## config.mk

```make
export PLATFORM = sky130hd
export DESIGN_NAME = plec_cell
export DESIGN_NICKNAME = d
export VERILOG_FILES = /design/src/design/plec_pkg.sv /design/src/design/plec_cell.sv
export SDC_FILE = /design/constraint.sdc
export NUM_CORES = 1
export LEC_CHECK = 0
export BUFFER_PORTS_ARGS = -buffer_cell sky130_fd_sc_hd__buf_2
export CORE_MARGIN = 2
export CORE_UTILIZATION = 35
export CTS_BUF_LIST = sky130_fd_sc_hd__clkbuf_4 sky130_fd_sc_hd__clkbuf_8
export DETAILED_ROUTE_END_ITERATION = 7
export GPL_TIMING_DRIVEN = 0
export PLACE_DENSITY = 0.68
export SLEW_MARGIN = 20
export SYNTH_ARGS = -nofsm -noshare
export SYNTH_HDL_FRONTEND = slang
export SYNTH_SLANG_ARGS = --single-unit
export TNS_END_PERCENT = 20
```

## constraint.sdc

```tcl
create_clock -name clk -period 5 [get_ports clk]
set_clock_uncertainty 0.05 [all_clocks]
set_input_delay 0.25 -clock clk [delete_from_list [all_inputs] [get_ports clk]]
set_output_delay 0.25 -clock clk [all_outputs]
set_load 0.1 [all_outputs]
```

## src/design/plec_pkg.sv

```systemverilog
// ----------------------------------------------------------------------------
// Positional list engine package
// Shared constants, operation and status codes, and the cell control word.
// ----------------------------------------------------------------------------
`default_nettype none

package plec_pkg;

    // Store geometry.
    localparam int DEPTH       = 128;
    localparam int IDX_W       = $clog2(DEPTH);
    localparam int POS_W       = 8;
    localparam int CMP_W       = (IDX_W > POS_W) ? IDX_W : POS_W;
    localparam int DATA_W      = 32;
    localparam int COUNT_W     = 8;
    localparam int CAP_W       = 8;
    localparam int CAP_RESET   = 128;

    // Read-back reduction: cells are ORed in groups, then the groups are ORed.
    localparam int GROUP_SIZE  = 16;
    localparam int NUM_GROUPS  = (DEPTH + GROUP_SIZE - 1) / GROUP_SIZE;

    // Operation codes.
    typedef enum logic [1:0] {
        OP_INSERT = 2'd0,
        OP_DELETE = 2'd1,
        OP_UPDATE = 2'd2,
        OP_GET    = 2'd3
    } op_t;

    // Status codes.
    typedef enum logic [1:0] {
        ST_DONE  = 2'd0,
        ST_FULL  = 2'd1,
        ST_RANGE = 2'd2
    } status_t;

    // Control word broadcast to every cell of the row.
    typedef struct packed {
        logic             insert_en;
        logic             delete_en;
        logic             update_en;
        logic             read_en;
        logic [CMP_W-1:0] pos0;
    } cell_ctrl_t;

endpackage

`default_nettype wire

```

## src/design/plec_cell.sv

```systemverilog
// ----------------------------------------------------------------------------
// Positional list engine cell
// Holds one list entry and moves it to or from its neighbors on insert/delete.
// ----------------------------------------------------------------------------
`default_nettype none

module plec_cell (
    input  wire logic                          clk,
    input  wire plec_pkg::cell_ctrl_t          ctrl,
    input  wire logic [plec_pkg::DATA_W-1:0]   value,
    input  wire logic [plec_pkg::IDX_W-1:0]    cell_index,
    input  wire logic [plec_pkg::DATA_W-1:0]   left_data,
    input  wire logic [plec_pkg::DATA_W-1:0]   right_data,
    output logic      [plec_pkg::DATA_W-1:0]   data,
    output logic      [plec_pkg::DATA_W-1:0]   rd_data
);

    logic [plec_pkg::DATA_W-1:0] data_reg;
    logic [plec_pkg::DATA_W-1:0] data_next;
    logic [plec_pkg::CMP_W-1:0]  my_index;
    logic                        at_pos;
    logic                        above_pos;

    // Compare this cell's place with the target position.
    assign my_index  = plec_pkg::CMP_W'(cell_index);
    assign at_pos    = (my_index == ctrl.pos0);
    assign above_pos = (my_index > ctrl.pos0);

    // Next entry: shift up on insert, shift down on delete, load on a hit.
    always_comb
    begin
        data_next = data_reg;
        if (ctrl.insert_en)
        begin
            if (above_pos)
                data_next = left_data;
            else if (at_pos)
                data_next = value;
        end
        else if (ctrl.delete_en)
        begin
            if (above_pos || at_pos)
                data_next = right_data;
        end
        else if (ctrl.update_en)
        begin
            if (at_pos)
                data_next = value;
        end
    end

    always_ff @(posedge clk)
    begin
        data_reg <= data_next;
    end

    assign data    = data_reg;

    // The addressed cell drives its old entry into the read-back OR tree.
    assign rd_data = (ctrl.read_en && at_pos) ? data_reg : '0;

endmodule

`default_nettype wire

```

-- Word-level counts from Yosys, hierarchy flattened
Index checks and enable logic that the tools add are counted.
- mux-type cells: 7
- equal/unequal tests: 2
- order comparisons: 1
- reductions and logical operators: 4
- operators by type and width (operator ; count):
    32-bit 2-to-1 mux ; 7
    7-bit by 8-bit == test with 1-bit output ; 1
    7-bit by 8-bit greater-than comparator with 1-bit output ; 1
    3-bit by 1-bit inequality test with 1-bit output, second input constant ; 1
    3-bit nonzero test ; 1
    2-bit AND reduction ; 1
    1-bit logical AND ; 1
    1-bit logical OR ; 1
- bits of input ports: 116
- bits in registers: 32
- output and inout port bits: 64
- word-level logic and storage cells: 15

-- Logic depth before layout (Yosys ltp)
Gate-level depths: netlist of run 1.
- word-level depth: 5
- depth in mapped cells: 9
- mapped depth without buffers: 7

-- Worst setup path before layout of run 1
Ideal clock, no wire load.
- kind: input -> register
- start point: in ctrl[6] (netlist bit)
- end point: reg data_reg, in the netlist data[0], enable pin
- path buffers: 2
- path slack: 2.541 ns
- required time: 4.575 ns
- arrival time: 2.035 ns
- setup time: 0.375 ns
- stages: 8
- cells stage by stage: inv_1 > ha_1 > nand4b_4 > or3_1 > buf_2 > buf_6 > a41oi_1 > or2_2
- cells in the longest elaborated chain, start to end: 4
- elaborated cells between the ends (all ways): 5
- classes of those cells: order compare (1); eq/ne (2); reduce/logical (2)
- RTL lines (item ; RTL line ; RTL):
    from (decl) ; plec_cell.sv:9 ; input wire plec_pkg::cell_ctrl_t ctrl,
    7-bit by 8-bit greater-than comparator with 1-bit output or 7-bit by 8-bit == test with 1-bit output (tied branches) ; plec_cell.sv:27, plec_cell.sv:26 ;
    1-bit logical OR * ; plec_cell.sv:42 ; if (above_pos || at_pos)
    3-bit by 1-bit inequality test with 1-bit output (no source line) * ; n/a ;
    2-bit AND reduction (no source line) * ; n/a ;
    to (signal assigned) ; plec_cell.sv:54 ; data_reg <= data_next;
    to (decl) ; plec_cell.sv:18 ; logic [plec_pkg::DATA_W-1:0] data_reg;
Mark *: on every way between the ends. The rest lies on a longest branch, timed or not.
A chain may end at the register's enable or synchronous reset.

-- Final worst setup path of run 1
- start point: in ctrl[5] (netlist bit)
- end point: out rd_data[13] (netlist bit)
- cells in the longest elaborated chain, start to end: 3
- RTL lines (item ; RTL line ; RTL):
    7-bit by 8-bit == test with 1-bit output ; plec_cell.sv:26 ; assign at_pos = (my_index == ctrl.pos0);
    1-bit logical AND ; plec_cell.sv:60 ; assign rd_data = (ctrl.read_en && at_pos) ? data_reg : '0;
    32-bit 2-to-1 mux ; plec_cell.sv:60 ;
    to (decl) ; plec_cell.sv:15 ; output logic [plec_pkg::DATA_W-1:0] rd_data
Every way passes these cells.

==> results of run 1 <==
[Yosys cell counts, drive strengths merged (2+ instances only)]
cell type	n	area share [%]
mux2	32	16
inv	40	5.2
nor2	34	4.4
edfxtp	32	33
and3	32	6.9
a21oi	34	5.9
clkbuf	22	2.9
buf	8	2.0
nand2	2	0.26
o21ai	96	17
ha	7	3.0
[routing by layer]
| metal | track usage (%) | part of all wire [%] | up-vias |
|---|---|---|---|
| li1 | - | - | 1600 |
| met1 | 27.2 | 43 | 1526 |
| met2 | 37.6 | 48 | 161 |
| met3 | 3.51 | 8.1 | 12 |
| met4 | 6.04 | 1.3 | 0 |
| met5 | 0 | 0 | - |
[worst max-delay path by stage]
stage,startpoint,to,slack [ns],cells after the start
floorplan,ctrl[6],data[0],2.54,8
global placement,ctrl[6],data[19],2.14,9
global route,ctrl[5],rd_data[24],2.09,8
CTS,ctrl[5],rd_data[12],2.25,8
detailed placement,ctrl[5],data[19],2.11,9
finish,ctrl[5],rd_data[13],2.29,8
[metrics by stage]
step / instance area, sq um / std cells / total power, mW / worst slack, ns
after CTS: 3990 / 638 / 1.20 / 2.25
after floorplan: 2890 / 349 / 0.873 / 2.54
after global placement: 3910 / 631 / 0.995 / 2.14
final: 3990 / 638 / 1.20 / 2.29
after global routing: 3990 / 638 / 1.25 / 2.09
after detailed placement: 3910 / 631 / 1.00 / 2.11
[power by group]
group	switching, mW	internal (mW)	total, mW
combinational	0.457	0.159	0.616
clock	0.0984	0.100	0.199
sequential	0.0313	0.354	0.385
total	0.587	0.613	1.20
[cells by family after synthesis]
family                     count (synthesis)  share of synthesized area, %
and+or+nand+nor                           73                          13.4
adders and majority gates                  7                          3.03
muxes                                     32                          16.2
AOI/OAI and AO/OA                        135                          24.0
buffers and inverters                     70                          10.0
DFF                                       32                          33.3
[cell type report]
type / count / area share, %
multi-input combinational: 247 / 41.1
sequential: 32 / 24.1
timing repair buffer: 177 / 22.2
inverter: 40 / 3.77
buffer: 30 / 3.51
tap: 105 / 3.29
clock buffer: 6 / 1.91
clock inverter: 1 / 0.126
[worst max-delay path, delay by kind of cell]
| kind | cells | cell delay, ns |
|---|---|---|
| adder cells (fa/ha/maj) | 1 | 0.33 |
| AND/OR/NAND/NOR | 3 | 0.86 |
| buffers and inverters | 4 | 0.96 |
==> impl_metrics.yaml, run 1 <==
clock_tree:
  cts_root_buf: "clkbuf_8"
  cts_tree: "done"
  postCtsSetupBuffers: 0
  htreeDepth: 2
  numCtsBuffers: 5
  clock_tree.buffer_depth: 2
  hold_buffers: 0
  cts_resized: 0
  worstSkewPairLatency_ns: 0.28
  clkSinkCount: 32
  path_clk_slew_ns: 0.07
flow_run:
  maxCapViolCount: 0
global_routing:
  grt_pass1_wl_um: 14900
  grt_overflow_total: 0
  grt_pass1_vias: 3073
  grt.total_usage_pct: 21.5
  antenna_found_initial: 0
  grt_max_degree: 33
floorplan:
  placementRows: 33
  dieArea_sq_um: 9000
  core_sq_um: 8090
  initial_core_util_pct: 35.7
  die_y_um: 94.9
  num_io_pins: 180
  die_w_um: 94.9
synthesis:
  yosysSeqAreaShare_pct: 33.3
  syn-cell-area_sq_um: 2890
  async_flop_share_pct: 0
  synth.distinct_cells: 25
  netlist_instances: 349
  ys.warnings.count: 0
  synth-seq-cells: 32
  avgSynthCellArea_sq_um: 8.28
  synth_nets: 472
  ys.flop_type: "edfxtp_1"
  synth_edf_count: 32
final_layout:
  layout.cells.most_common: "buf_2"
  regArea_sq_um: 961
  largest_register_ffs: 32
  fillCellCount: 844
  multi_input_area_sq_um: 1640
  area_delta_synth_final_pct: 38.0
  final_cell_mix: "buf_2 (181), o21ai_1 (58), inv_1 (40)"
  drive_gt1_share_pct: 42.4
  final_nets: 656
  diodes: 0
  utilization_pct: 49.3
sta:
  setup_viol: 0
  maxSlewHeadroom_pct: 45.3
  min_period_ns: 2.71
  maxSlewViolCount: 0
  worst_pin_slew_ns: 0.820
  fin_crit_sh_pct: 54.2
  hold_ws_ns: 0.283
  hold_viol_final: 0
  fin_setup_tns_ns: 0
  rsz0062_at_grt: "no"
  clock.fmax_mhz: 369
hold_path:
  min_path_type: "in -> reg"
  min_from: "left_data[22]"
  min_path_cells: 3
  min_to: "data[22]"
routing:
  vias_per_cell: 5.17
  drt-initial-drc-count: 151
  ant_nets: 0
  first_pass_iters: 5
  drc: 0
  wl_per_cell_um: 15.6
  vias: 3299
  drt_wl_total_um: 9940
setup_path:
  crit_top_cell: "buf_2"
  crit_chain: "buf_2 -> inv_1 -> ha_1 -> nand4b_4 -> nor3_2 -> clkbuf_1 -> and3_1 -> buf_2"
  crit_fanout: 10
  required_ns: 4.70
  r2r_end: "data[31]"
  worstPathArrival_ns: 2.41
  slowest_stage: "nor3_2"
  worst_setup_path_end_kind: "primary output"
  cp-start-kind: "input port"
  slowest_delay_ns: 0.50
  r2r_slack_ns: 3.72
  r2r-start: "data[31]"
  path_class: "in -> out"
  rr_worst_depth: 3
pwr:
  leakagePower_nw: 2.21
  ir_drop_mv: 0.121
  p_per_area_nw_per_um2: 301
placement:
  port_buffers: 177
  gp_congestion: 0.819
  dp_hpwl_um: 7280
run_status:
  run_status: "finished, final reports clean"
(Power assumes the default switching activity.)
==> run 2, diff against run 1 <==
--- a/config.mk
+++ b/config.mk
@@ -5,13 +5,14 @@
 export SDC_FILE = /design/constraint.sdc
 export NUM_CORES = 1
 export LEC_CHECK = 0
+export ABC_AREA = 1
 export BUFFER_PORTS_ARGS = -buffer_cell sky130_fd_sc_hd__buf_2
 export CORE_MARGIN = 2
 export CORE_UTILIZATION = 35
 export CTS_BUF_LIST = sky130_fd_sc_hd__clkbuf_4 sky130_fd_sc_hd__clkbuf_8
 export DETAILED_ROUTE_END_ITERATION = 7
 export GPL_TIMING_DRIVEN = 0
-export PLACE_DENSITY = 0.68
+export PLACE_DENSITY = 0.7
 export SLEW_MARGIN = 20
 export SYNTH_ARGS = -nofsm -noshare
 export SYNTH_HDL_FRONTEND = slang
==> constraint.sdc (replaced) <==
create_clock -name clk -period 2.4 [get_ports clk]
set_clock_uncertainty 0.05 [all_clocks]
set_input_delay 0.12 -clock clk [delete_from_list [all_inputs] [get_ports clk]]
set_output_delay 0.12 -clock clk [all_outputs]
set_load 0.1 [all_outputs]
==> run 2 against run 1 <==
Effect of this change:
- power rose by 100%
- sequential cell count did not move
- cell count rose by 18%
- count of clock-buffer cells in the layout fell by 1
- routed wire length rose by 3.4%
- synthesized area rose by 3.3%
- largest cell class unchanged
- combinational power rose by 110%
- global-route usage fell by 0.19 points
- utilization rose by 0.56 points
- highest routed layer unchanged
- final area rose by 3.2%
- worst hold slack got worse by 0.10 ns
- via count rose by 12%
==> impl_metrics.yaml, run 2 <==
synthesis:
  ys.warnings.count: 0
  yosysTopAreaCell: "edfxtp_1"
  synth.area.top_cells: "edfxtp_1 (32%), nand2_1 (14%), nand3_1 (11%), inv_1 (9.8%), a21o_1 (7.8%)"
  synth-seq-cells: 32
  synth_common_cells: "nand2_1 (108), inv_1 (78), nand3_1 (66)"
  avgSynthCellArea_sq_um: 6.47
  netlist_instances: 461
  muxShareOfSynthArea_pct: 0
  synthXorXnorAreaFrac_pct: 0
  ys.flop_type: "edfxtp_1"
  synth_top_family_by_area: "simple AND/OR/NAND/NOR gates"
  synthSimpleGateAreaFrac_pct: 30.5
  yosysMostFrequentCell: "nand2_1"
  synth_compound_area_share_pct: 19.3
  synth.distinct_cells: 23
  synth_fa_ha_area_share_pct: 2.94
  syn-cell-area_sq_um: 2980
  synth_top_cell_area_share_pct: 32.2
  yosysSeqAreaShare_pct: 32.2
  synth_nets: 584
  async_flop_share_pct: 0
  synth_edf_count: 32
placement:
  port_buffers: 178
  gp_congestion: 0.805
  dp_hpwl_um: 7850
  placed_area_sq_um: 4040
  place_ws_ns: -0.0361
  place_inst: 745
setup_path:
  worstPathArrival_ns: 2.01
  crit_fanout: 10
  path_class: "in -> out"
  worst_setup_path_end_kind: "primary output"
  cp-start-kind: "input port"
  required_ns: 2.23
flow_run:
  maxCapViolCount: 0
pwr:
  p_per_area_nw_per_um2: 594
  pwr-share-comb_pct: 52.5
  total_power_mw: 2.44
  intPower_mw: 1.22
  clkPwrFrac_pct: 15.8
  leakagePower_nw: 2.50
  power.switching_mw: 1.22
  ir_drop_mv: 0.259
  switching_share_pct: 50.0
  p_seq_share_pct: 31.6
clock_tree:
  postCtsSetupBuffers: 0
  path_clk_slew_ns: 0.07
  clkSinkCount: 32
  cts_tree: "done"
  worstSkewPairLatency_ns: 0.28
  htreeDepth: 2
  cts_resized: 0
  numCtsBuffers: 5
  cts_root_buf: "clkbuf_8"
  clock_tree.buffer_depth: 2
  hold_buffers: 0
routing:
  drt-initial-drc-count: 161
  first_pass_iters: 5
  ant_nets: 0
  drt_wl_total_um: 10300
  vias: 3686
  drc: 0
  wl_per_cell_um: 13.7
  vias_per_cell: 4.90
sta:
  setup_slack_ns: 0.222
  rsz0062_at_grt: "no"
  hold_viol_final: 0
  worst_pin_slew_ns: 0.586
  maxSlewViolCount: 0
  clock.fmax_mhz: 459
  fin_setup_tns_ns: 0
  min_period_ns: 2.18
  fin_crit_sh_pct: 90.7
  maxSlewHeadroom_pct: 60.9
  setup_viol: 0
global_routing:
  grt_max_degree: 19
  grt_pass1_vias: 3271
  grt.total_usage_pct: 21.3
  grt_pass1_wl_um: 15300
  antenna_found_initial: 0
  grt_overflow_total: 0
final_layout:
  drive_gt1_share_pct: 32.0
  final_area_sq_um: 4120
  area_delta_synth_final_pct: 37.9
  final_cell_mix: "buf_2 (190), nand2_1 (107), inv_1 (78)"
  final_nets: 770
  largest_register_ffs: 32
  diodes: 0
  layout.cells.most_common: "buf_2"
  final_cells: 752
run_status:
  run_status: "finished, final reports clean"
floorplan:
  num_io_pins: 180
  die_y_um: 96.3
  core_sq_um: 8260
  die_w_um: 96.3
  initial_core_util_pct: 36.1
  dieArea_sq_um: 9280
  placementRows: 33
hold_path:
  min_path_type: "in -> reg"
run 2: metrics by stage:
step           hold WS (ns)  utilization, %
2_1_floorplan         0.371               -
3_3_place_gp          0.467            48.5
3_5_place_dp          0.478            48.9
4_1_cts               0.175            49.8
5_1_grt               0.204            49.8
6_report              0.182            49.8
run 2: area by class of cell:
type,instances,area [sq um]
Clock inverter,2,7.51
Timing Repair Buffer,179,918
Clock buffer,5,68.8
Tap cell,105,131
Multi-Input combinational cell,318,1580
Fill cell,868,4140
Buffer,32,154
Sequential cell,32,961
Inverter,79,297
run 2: final timing paths:
kind / startpoint / endpoint / slack [ns] / cells past startpoint
setup / recovery: ctrl[3] / rd_data[24] / 0.22 / 9
hold reg to reg: data[14] / data[14] / 0.76 / 6
hold / removal: left_data[18] / data[18] / 0.18 / 5
setup reg to reg: data[13] / data[13] / 1.23 / 6
run 2: critical path: stages:
cell	delay, ns
buf_2	0.08
inv_1	0.03
ha_1	0.28
nand2_1	0.07
nor2_1	0.21
nand3_1	0.23
clkbuf_1	0.34
nor2_1	0.19
buf_2	0.45
run 2: cells by family after synthesis:
group,after synthesis
AOI/OAI and AO/OA,98
DFF,32
buffers and inverters,111
and+or+nand+nor,213
adders and majority gates,7
run 2: power by group through the flow:
stage,clock network (mW),registers (mW),logic (mW)
2_1_floorplan,0,1.39,0.402
3_3_place_gp,0,0.782,1.26
3_5_place_dp,0,0.782,1.28
4_1_cts,0.399,0.773,1.29
5_1_grt,0.422,0.782,1.38
6_report,0.387,0.772,1.28
run 2: metal layers:
metal	vias up	wire (um)	share of wire (%)	track usage, %
met5	-	0	0	0
met4	0	132	1.3	5.40
met3	10	840	8.2	2.66
met2	172	4930	48	37.8
met1	1649	4360	42	27.2
li1	1855	-	-	-
